<file path="src/sv/gfts_pkg.sv">
// ----------------------------------------------------------------------------
// GNSS fix tracker package
// Shared types, constants and the month length table.
// ----------------------------------------------------------------------------
package gfts_pkg;

  localparam int unsigned InW  = 184;
  localparam int unsigned OutW = 208;

  localparam logic [31:0] RESET_BASE_SECONDS = 32'd1754006400;
  localparam logic [3:0]  RESET_BASE_MONTH   = 4'd8;

  localparam logic [16:0] SECS_PER_DAY  = 17'd86400;
  localparam logic [11:0] SECS_PER_HOUR = 12'd3600;
  localparam logic [5:0]  SECS_PER_MIN  = 6'd60;
  // ceil(2^26 / 1000); exact for every 16-bit millisecond count.
  localparam logic [16:0] MS_RECIP = 17'd67109;

  localparam logic [1:0] CFG_BASE_SECONDS = 2'd0;
  localparam logic [1:0] CFG_BASE_MONTH   = 2'd1;

  typedef enum logic [1:0] {
    MODE_INIT   = 2'd0,
    MODE_NOFIX  = 2'd1,
    MODE_SAMPLE = 2'd2,
    MODE_HELD   = 2'd3
  } mode_e;

  typedef enum logic [2:0] {
    OP_NONE,
    OP_LOAD,
    OP_ACC,
    OP_DAYS,
    OP_MULD,
    OP_HOUR,
    OP_MIN,
    OP_FIN
  } dp_op_e;

  typedef struct packed {
    dp_op_e op;
    logic   msec_wr;
  } dp_cmd_t;

  typedef struct packed {
    logic held;
    logic acc_done;
  } dp_status_t;

  // Non-leap month length; months outside one to twelve count zero days.
  function automatic logic [4:0] month_len(input logic [3:0] m);
    logic [4:0] len;
    case (m)
      4'd1, 4'd3, 4'd5, 4'd7, 4'd8, 4'd10, 4'd12: len = 5'd31;
      4'd4, 4'd6, 4'd9, 4'd11:                    len = 5'd30;
      4'd2:                                       len = 5'd28;
      default:                                    len = 5'd0;
    endcase
    return len;
  endfunction

endpackage

</file>
<file path="src/sv/gfts_ctrl.sv">
// ----------------------------------------------------------------------------
// GNSS fix tracker controller
// Sequences a report: load, then month accumulation and timestamp if held.
// ----------------------------------------------------------------------------
module gfts_ctrl (
  input  logic                clk_i,
  input  logic                rst_ni,
  input  logic                in_valid_i,
  output logic                in_ready_o,
  output logic                out_valid_o,
  input  logic                out_ready_i,
  input  gfts_pkg::dp_status_t status_i,
  output gfts_pkg::dp_cmd_t    cmd_o
);

  typedef enum logic [2:0] {
    S_IDLE,
    S_ACC,
    S_DAYS,
    S_MULD,
    S_HOUR,
    S_MIN,
    S_MSEC,
    S_FIN
  } state_e;

  state_e state_q, state_d;
  logic   out_valid_q, out_valid_d;
  logic   out_free;

  assign out_free    = !out_valid_q || out_ready_i;
  assign in_ready_o  = (state_q == S_IDLE);
  assign out_valid_o = out_valid_q;

  always_comb begin
    state_d       = state_q;
    out_valid_d   = out_valid_q && !out_ready_i;
    cmd_o.op      = gfts_pkg::OP_NONE;
    cmd_o.msec_wr = 1'b0;
    case (state_q)
      S_IDLE: begin
        if (in_valid_i) begin
          cmd_o.op = gfts_pkg::OP_LOAD;
          state_d  = status_i.held ? S_ACC : S_FIN;
        end
      end
      S_ACC: begin
        if (status_i.acc_done) begin
          state_d = S_DAYS;
        end else begin
          cmd_o.op = gfts_pkg::OP_ACC;
        end
      end
      S_DAYS: begin
        cmd_o.op = gfts_pkg::OP_DAYS;
        state_d  = S_MULD;
      end
      S_MULD: begin
        cmd_o.op = gfts_pkg::OP_MULD;
        state_d  = S_HOUR;
      end
      S_HOUR: begin
        cmd_o.op = gfts_pkg::OP_HOUR;
        state_d  = S_MIN;
      end
      S_MIN: begin
        cmd_o.op = gfts_pkg::OP_MIN;
        state_d  = S_MSEC;
      end
      S_MSEC: begin
        cmd_o.msec_wr = 1'b1;
        state_d       = S_FIN;
      end
      S_FIN: begin
        // The result register may still hold the previous transaction.
        if (out_free) begin
          cmd_o.op    = gfts_pkg::OP_FIN;
          out_valid_d = 1'b1;
          state_d     = S_IDLE;
        end
      end
      default: begin
        state_d = S_IDLE;
      end
    endcase
  end

  always_ff @(posedge clk_i or negedge rst_ni) begin
    if (!rst_ni) begin
      state_q     <= S_IDLE;
      out_valid_q <= 1'b0;
    end else begin
      state_q     <= state_d;
      out_valid_q <= out_valid_d;
    end
  end

endmodule

</file>
<file path="src/sv/gfts_dp.sv">
// ----------------------------------------------------------------------------
// GNSS fix tracker datapath
// Mode, PPS captures, configuration, timestamp arithmetic and result register.
// ----------------------------------------------------------------------------
module gfts_dp (
  input  logic                          clk_i,
  input  logic                          rst_ni,
  input  logic                          cfg_valid_i,
  input  logic [1:0]                    cfg_index_i,
  input  logic [31:0]                   cfg_data_i,
  input  logic [gfts_pkg::InW-1:0]      in_data_i,
  input  gfts_pkg::dp_cmd_t             cmd_i,
  output gfts_pkg::dp_status_t          status_o,
  output logic [gfts_pkg::OutW-1:0]     out_data_o
);

  // Configuration
  logic [31:0] base_seconds_q;
  logic [3:0]  base_month_q;

  // Block state
  gfts_pkg::mode_e mode_q, mode_d;
  logic [31:0]     timestamp_q;
  logic [31:0]     pps_now_q;
  logic [31:0]     pps_before_q;

  // Per-report payload
  logic        report_q;
  logic [38:0] lon_q;
  logic [37:0] lat_q;
  logic [31:0] alt_q;
  logic [3:0]  month_q;
  logic [4:0]  day_q;
  logic [4:0]  hour_q;
  logic [5:0]  minute_q;
  logic [15:0] msec_q;

  // Working registers
  logic [3:0]  m_q;
  logic [8:0]  acc_q;
  logic [31:0] work_q;

  logic [gfts_pkg::OutW-1:0] out_q;

  logic        fix, hold, report_d;
  logic [48:0] day_prod;
  logic [16:0] hour_prod;
  logic [11:0] min_prod;
  logic [32:0] ms_prod;

  assign fix  = in_data_i[0];
  assign hold = in_data_i[1];

  always_comb begin
    mode_d   = mode_q;
    report_d = 1'b0;
    case (mode_q)
      gfts_pkg::MODE_INIT:   mode_d = fix ? gfts_pkg::MODE_SAMPLE : gfts_pkg::MODE_NOFIX;
      gfts_pkg::MODE_NOFIX:  if (fix) mode_d = gfts_pkg::MODE_SAMPLE;
      gfts_pkg::MODE_SAMPLE: begin
        if (hold) begin
          mode_d   = gfts_pkg::MODE_HELD;
          report_d = 1'b1;
        end
      end
      default:               mode_d = mode_q;
    endcase
  end

  assign status_o.held     = (mode_q == gfts_pkg::MODE_HELD);
  assign status_o.acc_done = (m_q >= month_q);

  assign day_prod  = work_q * gfts_pkg::SECS_PER_DAY;
  assign hour_prod = hour_q * gfts_pkg::SECS_PER_HOUR;
  assign min_prod  = minute_q * gfts_pkg::SECS_PER_MIN;
  assign ms_prod   = msec_q * gfts_pkg::MS_RECIP;

  always_ff @(posedge clk_i or negedge rst_ni) begin
    if (!rst_ni) begin
      base_seconds_q <= gfts_pkg::RESET_BASE_SECONDS;
      base_month_q   <= gfts_pkg::RESET_BASE_MONTH;
      mode_q         <= gfts_pkg::MODE_INIT;
      timestamp_q    <= gfts_pkg::RESET_BASE_SECONDS;
      pps_now_q      <= 32'd0;
      pps_before_q   <= 32'd0;
    end else begin
      if (cfg_valid_i && cfg_index_i == gfts_pkg::CFG_BASE_SECONDS) begin
        base_seconds_q <= cfg_data_i;
      end
      if (cfg_valid_i && cfg_index_i == gfts_pkg::CFG_BASE_MONTH) begin
        base_month_q <= cfg_data_i[3:0];
      end
      if (cmd_i.op == gfts_pkg::OP_LOAD) begin
        mode_q       <= mode_d;
        pps_before_q <= pps_now_q;
        pps_now_q    <= in_data_i[178:147];
      end
      if (cmd_i.msec_wr) begin
        timestamp_q <= work_q + {25'd0, ms_prod[32:26]};
      end
    end
  end

  always_ff @(posedge clk_i) begin
    case (cmd_i.op)
      gfts_pkg::OP_LOAD: begin
        report_q <= report_d;
        lon_q    <= report_d ? in_data_i[40:2]   : 39'd0;
        lat_q    <= report_d ? in_data_i[78:41]  : 38'd0;
        alt_q    <= report_d ? in_data_i[110:79] : 32'd0;
        month_q  <= in_data_i[114:111];
        day_q    <= in_data_i[119:115];
        hour_q   <= in_data_i[124:120];
        minute_q <= in_data_i[130:125];
        msec_q   <= in_data_i[146:131];
        m_q      <= base_month_q;
        acc_q    <= 9'd0;
      end
      gfts_pkg::OP_ACC: begin
        acc_q <= acc_q + {4'd0, gfts_pkg::month_len(m_q)};
        m_q   <= m_q + 4'd1;
      end
      gfts_pkg::OP_DAYS: work_q <= {23'd0, acc_q} + {27'd0, day_q} - 32'd1;
      gfts_pkg::OP_MULD: work_q <= base_seconds_q + day_prod[31:0];
      gfts_pkg::OP_HOUR: work_q <= work_q + {15'd0, hour_prod};
      gfts_pkg::OP_MIN:  work_q <= work_q + {20'd0, min_prod};
      gfts_pkg::OP_FIN: begin
        out_q <= {pps_before_q, pps_now_q, timestamp_q, alt_q, lat_q, lon_q,
                  report_q, mode_q};
      end
      default: begin
      end
    endcase
  end

  assign out_data_o = out_q;

endmodule

</file>
<file path="src/sv/gnss_fix_tracker_utc_stamper.sv">
// ----------------------------------------------------------------------------
// GNSS fix tracker and UTC stamper
// Tracks the fix mode, PPS captures and a seconds timestamp per receiver report.
// ----------------------------------------------------------------------------
// In position held a report runs the month loop, which adds one month length
// per cycle, before the day, multiply, hour, minute and millisecond steps.
// One report is worked on at a time; the next may be accepted while the
// previous result waits on the output register.
// Reset (asynchronous, active low) restores mode init, zero PPS captures, the
// default configuration and the default timestamp; no clearing pass is needed.
module gnss_fix_tracker_utc_stamper (
  input  logic                      clk_i,
  input  logic                      rst_ni,
  input  logic                      cfg_valid_i,
  output logic                      cfg_ready_o,
  input  logic [1:0]                cfg_index_i,
  input  logic [31:0]               cfg_data_i,
  input  logic                      s_axis_tvalid,
  output logic                      s_axis_tready,
  // fix_valid, position_hold, longitude, latitude, altitude, utc_month,
  // utc_day, utc_hour, utc_minute, utc_millisecond, pps_capture, zero pad
  input  logic [gfts_pkg::InW-1:0]  s_axis_tdata,
  output logic                      m_axis_tvalid,
  input  logic                      m_axis_tready,
  // fix_mode, position_report, held_longitude, held_latitude, held_altitude,
  // utc_seconds, pps_latest, pps_previous
  output logic [gfts_pkg::OutW-1:0] m_axis_tdata
);

  gfts_pkg::dp_cmd_t    cmd;
  gfts_pkg::dp_status_t status;

  assign cfg_ready_o = 1'b1;

  gfts_ctrl u_ctrl (
    .clk_i       (clk_i),
    .rst_ni      (rst_ni),
    .in_valid_i  (s_axis_tvalid),
    .in_ready_o  (s_axis_tready),
    .out_valid_o (m_axis_tvalid),
    .out_ready_i (m_axis_tready),
    .status_i    (status),
    .cmd_o       (cmd)
  );

  gfts_dp u_dp (
    .clk_i       (clk_i),
    .rst_ni      (rst_ni),
    .cfg_valid_i (cfg_valid_i),
    .cfg_index_i (cfg_index_i),
    .cfg_data_i  (cfg_data_i),
    .in_data_i   (s_axis_tdata),
    .cmd_i       (cmd),
    .status_o    (status),
    .out_data_o  (m_axis_tdata)
  );

  // One report at a time: the input side closes right after a transaction.
  assert property (@(posedge clk_i) disable iff (!rst_ni)
    s_axis_tvalid && s_axis_tready |=> !s_axis_tready)
    else $error("input accepted while a report is in work");

  // A position is reported only on entry to position held.
  assert property (@(posedge clk_i) disable iff (!rst_ni)
    m_axis_tvalid && m_axis_tdata[2] |-> m_axis_tdata[1:0] == gfts_pkg::MODE_HELD)
    else $error("position report outside position held");

  // Without a report the position fields are zero.
  assert property (@(posedge clk_i) disable iff (!rst_ni)
    m_axis_tvalid && !m_axis_tdata[2] |-> m_axis_tdata[111:3] == '0)
    else $error("position fields set without a report");

  // A command issued in the last state is always followed by a presented result.
  assert property (@(posedge clk_i) disable iff (!rst_ni)
    cmd.op == gfts_pkg::OP_FIN |=> m_axis_tvalid)
    else $error("finished report not presented");

endmodule

</file>
<file path="config.mk">
export PLATFORM = sky130hd
export DESIGN_NAME = gnss_fix_tracker_utc_stamper
export DESIGN_NICKNAME = d
export VERILOG_FILES = /design/src/sv/gfts_pkg.sv /design/src/sv/gfts_ctrl.sv /design/src/sv/gfts_dp.sv /design/src/sv/gnss_fix_tracker_utc_stamper.sv
export SDC_FILE = /design/constraint.sdc
export NUM_CORES = 1
export LEC_CHECK = 0
export BUFFER_PORTS_ARGS = -buffer_cell sky130_fd_sc_hd__buf_2
export CAP_MARGIN = 20
export CORE_ASPECT_RATIO = 1.1
export CORE_MARGIN = 5
export CORE_UTILIZATION = 40
export CTS_BUF_LIST = sky130_fd_sc_hd__clkbuf_8
export CTS_CLUSTER_SIZE = 20
export DETAILED_ROUTE_END_ITERATION = 10
export GPL_TIMING_DRIVEN = 0
export HOLD_SLACK_MARGIN = 0.1
export SLEW_MARGIN = 30
export SYNTH_ARGS = -nofsm -noshare
export SYNTH_HDL_FRONTEND = slang
export SYNTH_SLANG_ARGS = --single-unit
</file>
<file path="constraint.sdc">
create_clock -name clk_i -period 22.6 [get_ports clk_i]
set_input_delay 3.39 -clock clk_i [delete_from_list [all_inputs] [get_ports clk_i]]
set_output_delay 3.39 -clock clk_i [all_outputs]
set_load 0.005 [all_outputs]
</file>
==> run summary, run 1 <==
# hold bufs at CTS: 0
Hpwl dp: 62.1 mm
Max_slew headroom: 33.6%
Crit. End Element: flop
Final nets: 3655
F_max: 126 MHz
Routed wire per std cell: 19.3 um
Crit start category: flop
Pre-Repair DR Iteration Count: 6
R2r setup slk: 14670 ps
Min-Delay Endpoint: u_dp.out_data_o[81]$_DFFE_PN_
Final core utilization: 47.9%
Routed Antenna Nets: 0
Post-route DRC: 0
Total GRT Usage: 19.1%
Reg-to-Reg End: u_dp.timestamp_q[28]$_DFFE_PN0P_
Die height: 297 um
CTS clk-pin slew, worst paths: 60 ps
CP top delay family: adder cells
Later-pin clock latency in the skew report: 720 ps
Most frequent cell after synthesis: edfxtp_1
Remaining Overflow, GRT: 0
Crit Path Max Fanout: 7
Worst reg2reg path depth: 27
Worst Hold Class: reg -> reg
Hold path start: u_dp.alt_q[1]$_SDFFCE_PN0N_
DR iter-0 viols: 1511
Min cycle time layout: 7930 ps
Vias in the first global route: 21.4k
Async set-reset flop share out of synthesis: 25.6%
Fin crit share: 35.1%
Syn_nets: 3117
Initial antenna violation count: 13
Root Buffer: clkbuf_8
Final WL: 78.6 mm
Routability cong.: 0.912
Synth area leader: edfxtp_1
Yosys warning total: 0
Top cells by count, synth: edfxtp_1, nand2_1, ha_1
Num CTS Buffers: 94
Initial core utilization: 40.3%
Mapped Cells: 2487
IO buf count: 427
Via/cell ratio: 5.12
RSZ-0062 raised after global routing: false
Synth unique cells: 82
First-pass GRT wire length: 122 mm
Post-Syn Area: 29900 um2
Primary FF master, synth: edfxtp_1
Worst Hold Depth: 0
Slowest-stage cell, CP: a21boi_0
Core box area: 74400 um2
Top cell by count, worst path: fa_1
Number of max-cap violations: 0
Worst-Margin Slew: 971 ps
Post-CTS resize count: 0
Crit path largest cell delay: 570 ps
Worst r2r src: u_dp.msec_q[15]$_DFFE_PN_
Setup CP Type: reg -> reg
Mean Syn Cell Area: 12.0 um2
Num ports: 434
Status: finished, final reports clean
Largest net degree at the start of global routing: 74
DIE AREA: 80400 um2
Hold Violations, Final: 0
Max Slew Vio Count: 0
WP data arrival: 8500 ps
Post-synth EDFFs: 399
Clock Skew: 66.0 ps
Clock buffer depth: 3
Synth Register Bits: 540
Layout overhead on the synthesized area: 19.1%
TritonCTS clock tree: yes
# Post-CTS Setup Buffers: 0
Die width: 271 um
FP Rows: 105
Htree depth: 3
Setup TNS: 0 ps
Buf/Inv on CP: 3
Vias: 20.8k
Share of cells above drive strength 1: 21.0%
Most area-consuming cells after synthesis: edfxtp_1, ha_1, dfrtp_1
Seq/Total Area, Yosys: 51.8%
Crit path required time: 23170 ps
CTS Sinks: 540
Fillers: 6747
Endpoints failing setup: 0
Top-area cell type share of the netlist area: 40.0%
## area by class of cell
| class | count | area [um2] | share of cell area (%) |
|---|---|---|---|
| timing repair buffer | 442 | 2530 | 7.11 |
| antenna | 5 | 12.5 | 0.0351 |
| clock buffer | 104 | 1430 | 4.02 |
| clock inverter | 69 | 495 | 1.39 |
| inverter | 244 | 916 | 2.57 |
| sequential | 540 | 15500 | 43.5 |
| multi-input combinational | 1625 | 13200 | 37.1 |
| buffer | 78 | 303 | 0.849 |
| tap | 963 | 1200 | 3.38 |
## how the worst max path moves through the flow
stage	startpoint	slack, ps	cells past startpoint	end
after floorplan	m_axis_tready	9760	2	u_dp.out_data_o[0]$_DFFE_PN_
after global placement	m_axis_tready	5290	3	u_dp.out_data_o[194]$_DFFE_PN_
after detailed placement	u_dp.msec_q[15]$_DFFE_PN_	14610	27	u_dp.timestamp_q[28]$_DFFE_PN0P_
after CTS	u_dp.msec_q[15]$_DFFE_PN_	14630	27	u_dp.timestamp_q[28]$_DFFE_PN0P_
after global routing	u_dp.msec_q[15]$_DFFE_PN_	14150	27	u_dp.timestamp_q[28]$_DFFE_PN0P_
final	u_dp.msec_q[15]$_DFFE_PN_	14670	27	u_dp.timestamp_q[28]$_DFFE_PN0P_
## metrics by stage
stage	hold WS, ps	worst slack, ps	instance area [um2]	cells
after CTS	397	14630	35600	4065
final	402	14670	35600	4070
after global placement	401	5290	33300	3877
after floorplan	400	9760	29900	2487
after detailed placement	405	14610	33700	3892
after global routing	400	14150	35600	4070
## worst register-to-register path, cell delays in order (launching register included)
cell	delay, ps
edfxtp_1	540
ha_1	260
fa_1	390
fa_1	530
inv_1	70
fa_1	540
inv_1	60
fa_1	490
ha_1	320
ha_1	320
a21oi_1	200
o22ai_1	100
o211ai_1	170
nand2_1	120
or3b_2	470
o221ai_1	310
xnor2_1	200
inv_1	90
fa_1	430
nor2b_1	110
o21ai_0	110
a21boi_0	250
o21ai_0	150
a21boi_0	570
o2111ai_1	470
nor3_1	330
xnor2_1	150
o21ai_0	80
## layout by cell type, fill, tap and decap left out, types with 30 or more instances in the layout
cell      synthesis  routed
buf_2             2     428
edfxtp_1        399     399
nand2_1         305     304
ha_1            304     304
inv_1           244     283
dfrtp_1         119     119
and3_1          114     114
clkbuf_8          0     104
xnor2_1         103     103
fa_1            103     103
nor2_1          102     101
o21ai_0          87      87
a21oi_1          81      81
clkbuf_1         72      71
xor2_1           50      50
mux2_2           40      40
a21o_1           35      35
nand3_1          30      30
## state kept, by name, indices dropped and copies added, names as in the netlist, 2 cells and up, named ones only
register / count
u_dp.timestamp_q: 32
u_dp.hour_q: 5
u_dp.work_q: 32
u_dp.acc_q: 9
u_ctrl.state_q: 3
u_dp.day_q: 5
u_dp.alt_q: 32
u_dp.mode_q: 2
u_dp.out_data_o: 208
u_dp.base_month_q: 4
u_dp.pps_before_q: 32
u_dp.lat_q: 38
u_dp.msec_q: 16
u_dp.month_q: 4
u_dp.lon_q: 39
u_dp.m_q: 4
u_dp.minute_q: 6
u_dp.pps_now_q: 32
u_dp.base_seconds_q: 32
## layer usage
layer / wire length (um) / track usage (%) / share of wire (%)
met4: 2260 / 6.22 / 2.9
met3: 5390 / 4.50 / 6.9
met1: 32100 / 24.1 / 41
met2: 38700 / 32.5 / 49
met5: 57 / 0 / 0.073
## cells by family (layout without fill, tap and decap cells)
| group | after synthesis | in the layout | synth area share [%] |
|---|---|---|---|
| adder cells (fa/ha/maj) | 407 | 407 | 19.6 |
| flip-flops | 540 | 540 | 51.8 |
| other | 1 | 6 | 0.0125 |
| AND/OR/NAND/NOR | 662 | 662 | 10.4 |
| multiplexers | 50 | 50 | 1.84 |
| AO/OA/AOI/OAI | 351 | 351 | 7.74 |
| buffers and inverters | 322 | 937 | 4.06 |
| XOR/XNOR | 154 | 154 | 4.55 |
Power of run 1 is left out: the tool's default activity adds up to more than one toggle a clock period on the data nets, which glitch-free logic cannot reach.
==> run 2: changes to the inputs <==
- clock period: 22.6 -> 7.5 ns (I/O delays scaled with it)
==> run 2 against run 1 <==
  * Die area unchanged
  * Flip-flop and latch count is the same
  * First-iteration DRC count decreased by 16%
  * Sequential share of layout area down 0.11 points
  * Clock skew shrank 25 ps
  * Utilization grew 0.12 points
  * Critical path depth increased by 1
  * Critical path type unchanged
  * Routed wire length is 0.19% higher
  * Worst setup slack got worse by 14000 ps
  * Count of clock-buffer cells in the layout down 6
  * Non-clock buffer count up 22
==> run summary, run 2 (synthesis gave the netlist of run 1 again) <==
Status: finished, final reports clean
Most frequent cells in the layout: buf_2, edfxtp_1, nand2_1, ha_1, inv_1
Crit path largest cell delay: 520 ps (-50 ps)
Worst-Margin Slew: 985 ps (+14.2 ps)
Final core utilization: 48.1% (+0.12 points)
Hold Violations, Final: 0 (unchanged)
Crit path launch: u_dp.work_q[3]$_DFFE_PP_
Share of cells above drive strength 1: 21.8% (+0.80 points)
Worst setup path endpoint: u_dp.work_q[29]$_DFFE_PN_
First-pass GRT wire length: 122 mm (-0.13%)
F_max: 141 MHz (+12%)
Max_slew headroom: 33.9% (+0.37 points)
Fillers: 6665 (-1.2%)
Worst reg2reg path depth: 28 (+3.7%)
Total GRT Usage: 19.1% (-0.033 points)
# hold bufs at CTS: 0 (unchanged)
Num ports: 434 (unchanged)
Setup CP Type: reg -> reg
Vias: 20.8k (-0.034%)
Post-route DRC: 0 (unchanged)
CTS Sinks: 540 (unchanged)
Hpwl dp: 62.1 mm (about the same)
Slowest-stage cell, CP: fa_1
Max Slew Vio Count: 0 (unchanged)
Max FFs per register: 208 (unchanged)
Endpoints failing setup: 0 (unchanged)
Die width: 271 um (unchanged)
Layout overhead on the synthesized area: 19.4%
Crit Path Max Fanout: 5 (-2)
Crit start category: flop
Routability cong.: 0.894 (-2.0%)
Routed Antenna Nets: 0 (unchanged)
Crit path required time: 7920 ps (-15250 ps)
Die height: 297 um (unchanged)
Fin crit share: 94.5% (+59 points)
Crit. End Element: flop
Initial antenna violation count: 6 (-7)
Core box area: 74400 um2 (unchanged)
CTS clk-pin slew, worst paths: 60 ps (about the same)
Number of max-cap violations: 0 (unchanged)
Via/cell ratio: 5.09 (-0.43%)
Routed wire per std cell: 19.3 um (-0.20%)
Reg-to-Reg End: u_dp.work_q[29]$_DFFE_PN_
Clock Skew: 40.8 ps (-25.2 ps)
Largest net degree at the start of global routing: 73 (-1.4%)
Final nets: 3672 (+0.47%)
Later-pin clock latency in the skew report: 710 ps (about the same)
Clock buffer depth: 3 (unchanged)
R2r setup slk: 410 ps (-14260 ps)
Min cycle time layout: 7090 ps (-844 ps)
Initial core utilization: 40.3% (unchanged)
Num CTS Buffers: 89 (-5.3%)
Leading cell type in the layout, fill and taps excluded: buf_2
Pre-Repair DR Iteration Count: 5 (-1)
IO buf count: 427 (unchanged)
Remaining Overflow, GRT: 0 (unchanged)
WP data arrival: 7510 ps (-990 ps)
DR iter-0 viols: 1276 (-16%)
TritonCTS clock tree: yes
DIE AREA: 80400 um2 (unchanged)
Worst r2r src: u_dp.work_q[3]$_DFFE_PP_
RSZ-0062 raised after global routing: false
Htree depth: 3 (unchanged)
Vias in the first global route: 21.8k (+1.8%)
FP Rows: 105 (unchanged)
Root Buffer: clkbuf_8
Final WL: 78.7 mm (+0.19%)
Worst Hold Class: in -> async
run 2: cell types whose count changed in the layout (fill, tap and decap cells not counted), moves of 4 or more:
cell	previous run	this run
buf_12	0	6
buf_16	13	9
buf_4	1	23
clkbuf_8	104	98
clkinv_2	8	14
inv_1	283	278
run 2: how the worst min path moves through the flow:
| stage | from | cells after the start | to |
|---|---|---|---|
| 5_1_grt | rst_ni | 1 | u_dp.base_seconds_q[26]$_DFFE_PN0P_ |
| 2_1_floorplan | u_dp.alt_q[20]$_SDFFCE_PN0N_ | 0 | u_dp.out_data_o[100]$_DFFE_PN_ |
| 6_report | rst_ni | 1 | u_dp.base_seconds_q[25]$_DFFE_PN0P_ |
| 3_3_place_gp | u_dp.lat_q[29]$_SDFFCE_PN0N_ | 0 | u_dp.out_data_o[71]$_DFFE_PN_ |
| 4_1_cts | rst_ni | 1 | u_dp.base_month_q[0]$_DFFE_PN0P_ |
| 3_5_place_dp | u_dp.lon_q[8]$_SDFFCE_PN0N_ | 0 | u_dp.out_data_o[11]$_DFFE_PN_ |
run 2: cell type report:
type                            count  area, um2  share of cell area [%]
Tap cell                          963       1200                    3.37
Clock inverter                     68        455                    1.27
Sequential cell                   540      15500                    43.4
Multi-Input combinational cell   1625      13300                    37.2
Clock buffer                       98       1350                    3.77
Inverter                          244        916                    2.56
Antenna cell                        6       15.0                  0.0420
Timing Repair Buffer              464       2680                    7.50
Buffer                             78        303                   0.847
run 2: stage by stage:
| stage | setup TNS [ps] | hold slack [ps] | cells | area [um2] | worst slack, ps |
|---|---|---|---|---|---|
| floorplan | 0 | 400 | 2487 | 29900 | 403 |
| global placement | -691830 | 400 | 3877 | 33300 | -2390 |
| detailed placement | -3550 | 405 | 3892 | 33700 | -519 |
| CTS | 0 | 344 | 4058 | 35500 | 34.5 |
| global route | 0 | 401 | 4084 | 35700 | 63.5 |
| finish | 0 | 396 | 4086 | 35700 | 413 |
run 2: layer usage:
metal / vias to the layer above / part of all wire [%] / track usage, %
met3: 146 / 6.4 / 3.83
met2: 715 / 49 / 32.5
met5: - / 0 / 0
met1: 10100 / 41 / 23.8
li1: 9864 / - / -
met4: 0 / 3.4 / 7.72
run 2: critical path, delay by kind of cell (launching register included):
family	cells	cell delay, ps
buf+inv	4	220
fa+ha+maj	7	2630
simple gates	4	1180
compound gates	11	1970
flops	1	480
xor+xnor	2	330
run 2: repair_timing:
item / CTS / global route
pin swaps: 0 / 3
setup buffers: 0 / 22
endpoints found under the setup margin: 14 / 25
gates resized for setup: 5 / 9
Power of run 2 is left out for the same reason.
==> run 3: changes to the inputs <==
- SYNTH_HIERARCHICAL: not set -> 1
==> run 3 against run 2 <==
  * Register-to-register slack worse by 60 ps
  * Via count down 0.94%
  * Count of clock-buffer cells in the layout up 5
  * Critical path type unchanged
  * Largest cell class unchanged
==> run summary, run 3 <==
Max FFs per register: 208 (unchanged)
Routability cong.: 0.891 (-0.38%)
Routed wire per std cell: 20.4 um (+6.1%)
Crit path required time: 8050 ps (+130 ps)
Clock buffer depth: 3 (unchanged)
Vias in the first global route: 21.4k (-2.2%)
Root Buffer: clkbuf_8
Async set-reset flop share out of synthesis: 25.6% (unchanged)
Top-area cell type share of the netlist area: 39.6% (-0.39 points)
Crit start category: flop
CTS clk-pin slew, worst paths: 60 ps (about the same)
Crit Path Max Fanout: 10 (+5)
Die width: 272 um (+0.47%)
Via/cell ratio: 5.14 (+0.99%)
Crit. End Element: flop
Max_slew headroom: 41.6% (+7.7 points)
Top cells by count, synth: edfxtp_1, ha_1, inv_1
Syn_nets: 3036 (-2.6%)
Post-Syn Area: 30200 um2 (+0.98%)
Number of max-cap violations: 0 (unchanged)
Num ports: 434 (unchanged)
Vias: 20.6k (-0.94%)
Mapped Cells: 2396 (-3.7%)
TritonCTS clock tree: yes
Die height: 298 um (+0.47%)
Post-route DRC: 0 (unchanged)
IO buf count: 427 (unchanged)
Setup CP Type: reg -> reg
Routed Antenna Nets: 0 (unchanged)
Fin crit share: 95.3% (+0.80 points)
Placed insts: 3806 (-2.2%)
Later-pin clock latency in the skew report: 700 ps (about the same)
Endpoints failing setup: 0 (unchanged)
CTS Sinks: 540 (unchanged)
Final nets: 3594 (-2.1%)
Post-synth EDFFs: 399 (unchanged)
Remaining Overflow, GRT: 0 (unchanged)
Worst Hold Class: in -> async
Share of cells above drive strength 1: 25.1% (+3.3 points)
F_max: 140 MHz (-0.84%)
Most frequent cells in the layout: buf_2, edfxtp_1, ha_1
Min cycle time layout: 7150 ps (+59.9 ps)
DIE AREA: 81200 um2 (+0.94%)
Final WL: 81.9 mm (+4.1%)
Synth unique cells: 78 (-4.9%)
Largest net degree at the start of global routing: 81 (+11%)
Seq/Total Area, Yosys: 51.3% (-0.50 points)
Htree depth: 3 (unchanged)
Status: finished, final reports clean
Initial core utilization: 40.4% (+0.18 points)
# hold bufs at CTS: 0 (unchanged)
Clock Skew: 49.6 ps (+8.78 ps)
WP data arrival: 7700 ps (+190 ps)
Primary FF master, synth: edfxtp_1
Synth Register Bits: 540 (unchanged)
Hold Violations, Final: 0 (unchanged)
FP Rows: 105 (unchanged)
Mean Syn Cell Area: 12.6 um2 (+4.8%)
Worst-Margin Slew: 876 ps (-109 ps)
Initial antenna violation count: 14 (+8)
Synth area leader: edfxtp_1
Yosys warning total: 6 (+6)
Pre-Repair DR Iteration Count: 6 (+1)
RSZ-0062 raised after global routing: false
Num CTS Buffers: 91 (+2.2%)
Total GRT Usage: 19.6% (+0.57 points)
Fillers: 6674 (+0.14%)
Max Slew Vio Count: 0 (unchanged)
Most frequent cell after synthesis: edfxtp_1
Leading cell type in the layout, fill and taps excluded: buf_2
Layout overhead on the synthesized area: 19.5%
Post-route insts no fill: 4008 (-1.9%)
Hpwl dp: 64.9 mm (+4.5%)
DR iter-0 viols: 1410 (+11%)
First-pass GRT wire length: 124 mm (+1.7%)
Most area-consuming cells after synthesis: edfxtp_1, ha_1, dfrtp_1
Core box area: 74800 um2 (+0.53%)
## run 3: cells by family after synthesis
group / Yosys count / share of synthesized area (%)
adders and majority gates: 417 / 19.8
xor gates and xnor gates: 135 / 3.91
muxes: 120 / 4.43
buffers and inverters: 353 / 4.44
other: 1 / 0.0124
and+or+nand+nor: 457 / 7.90
AOI/OAI and AO/OA: 373 / 8.14
DFF: 540 / 51.3
## run 3: metrics by stage
stage / setup TNS (ps) / cell area [um2] / worst slack (ps) / hold WS (ps) / utilization (%)
floorplan: 0 / 30200 / 124 / 400 / -
global placement: -552970 / 33600 / -3710 / 401 / 44.9
detailed placement: -8040 / 34000 / -843 / 405 / 45.5
CTS: 0 / 36000 / 1.56 / 384 / 48.1
global route: 0 / 36100 / 30.0 / 413 / 48.3
finish: 0 / 36100 / 353 / 404 / 48.3
## run 3: final timing paths
kind	from	to	slack [ps]	cells past startpoint
max	u_dp/msec_q[1]$_DFFE_PP_	u_dp/timestamp_q[28]$_DFFE_PN0P_	350	26
min	rst_ni	u_dp/base_seconds_q[24]$_DFFE_PN0P_	400	1
max reg2reg	u_dp/msec_q[1]$_DFFE_PP_	u_dp/timestamp_q[28]$_DFFE_PN0P_	350	26
min reg2reg	u_dp/alt_q[12]$_SDFFCE_PN0P_	u_dp/out_data_o[92]$_DFFE_PN_	410	0
max in group asynchronous	rst_ni	u_dp/timestamp_q[9]$_DFFE_PN1P_	6250	2
min in group clk_i	u_dp/alt_q[12]$_SDFFCE_PN0P_	u_dp/out_data_o[92]$_DFFE_PN_	410	0
## run 3: cell type report
class	count	area, um2	area share, %
Sequential cell	540	15500	43.0
Buffer	70	290	0.804
Clock buffer	103	1420	3.92
Tap cell	963	1200	3.34
Timing Repair Buffer	466	2720	7.52
Multi-Input combinational cell	1503	13500	37.3
Antenna cell	12	30.0	0.0831
Inverter	282	1060	2.93
Clock inverter	69	423	1.17
## run 3: critical path, cell delays in order (launching register included)
cell and delay (ps):
edfxtp_1 510, ha_1 320, ha_1 220, fa_1 510
fa_1 440, fa_1 460, fa_1 410, ha_1 320
a21oi_2 210, nand2_1 80, a21o_1 190, a311oi_1 290
o21ai_0 160, a2111oi_2 410, o21bai_1 130, xor2_1 170
ha_1 230, fa_1 420, a21o_1 220, a21oi_2 180
o21bai_1 80, a21o_1 220, a21oi_4 170, buf_6 180
nor4_1 90, xnor2_1 290, a21oi_1 100
## run 3: what timing repair did
item,4_1_cts,5_1_grt
setup buffers,9,10
setup endpoints to repair,18,24
pin swaps,1,4
gates resized for setup,7,11
## run 3: layer usage
metal	global-route usage (%)	wire length, um
met5	0	27
met4	6.72	2420
met3	5.25	6090
met2	33.4	40200
met1	24.3	33200
Power of run 3 is left out for the same reason.
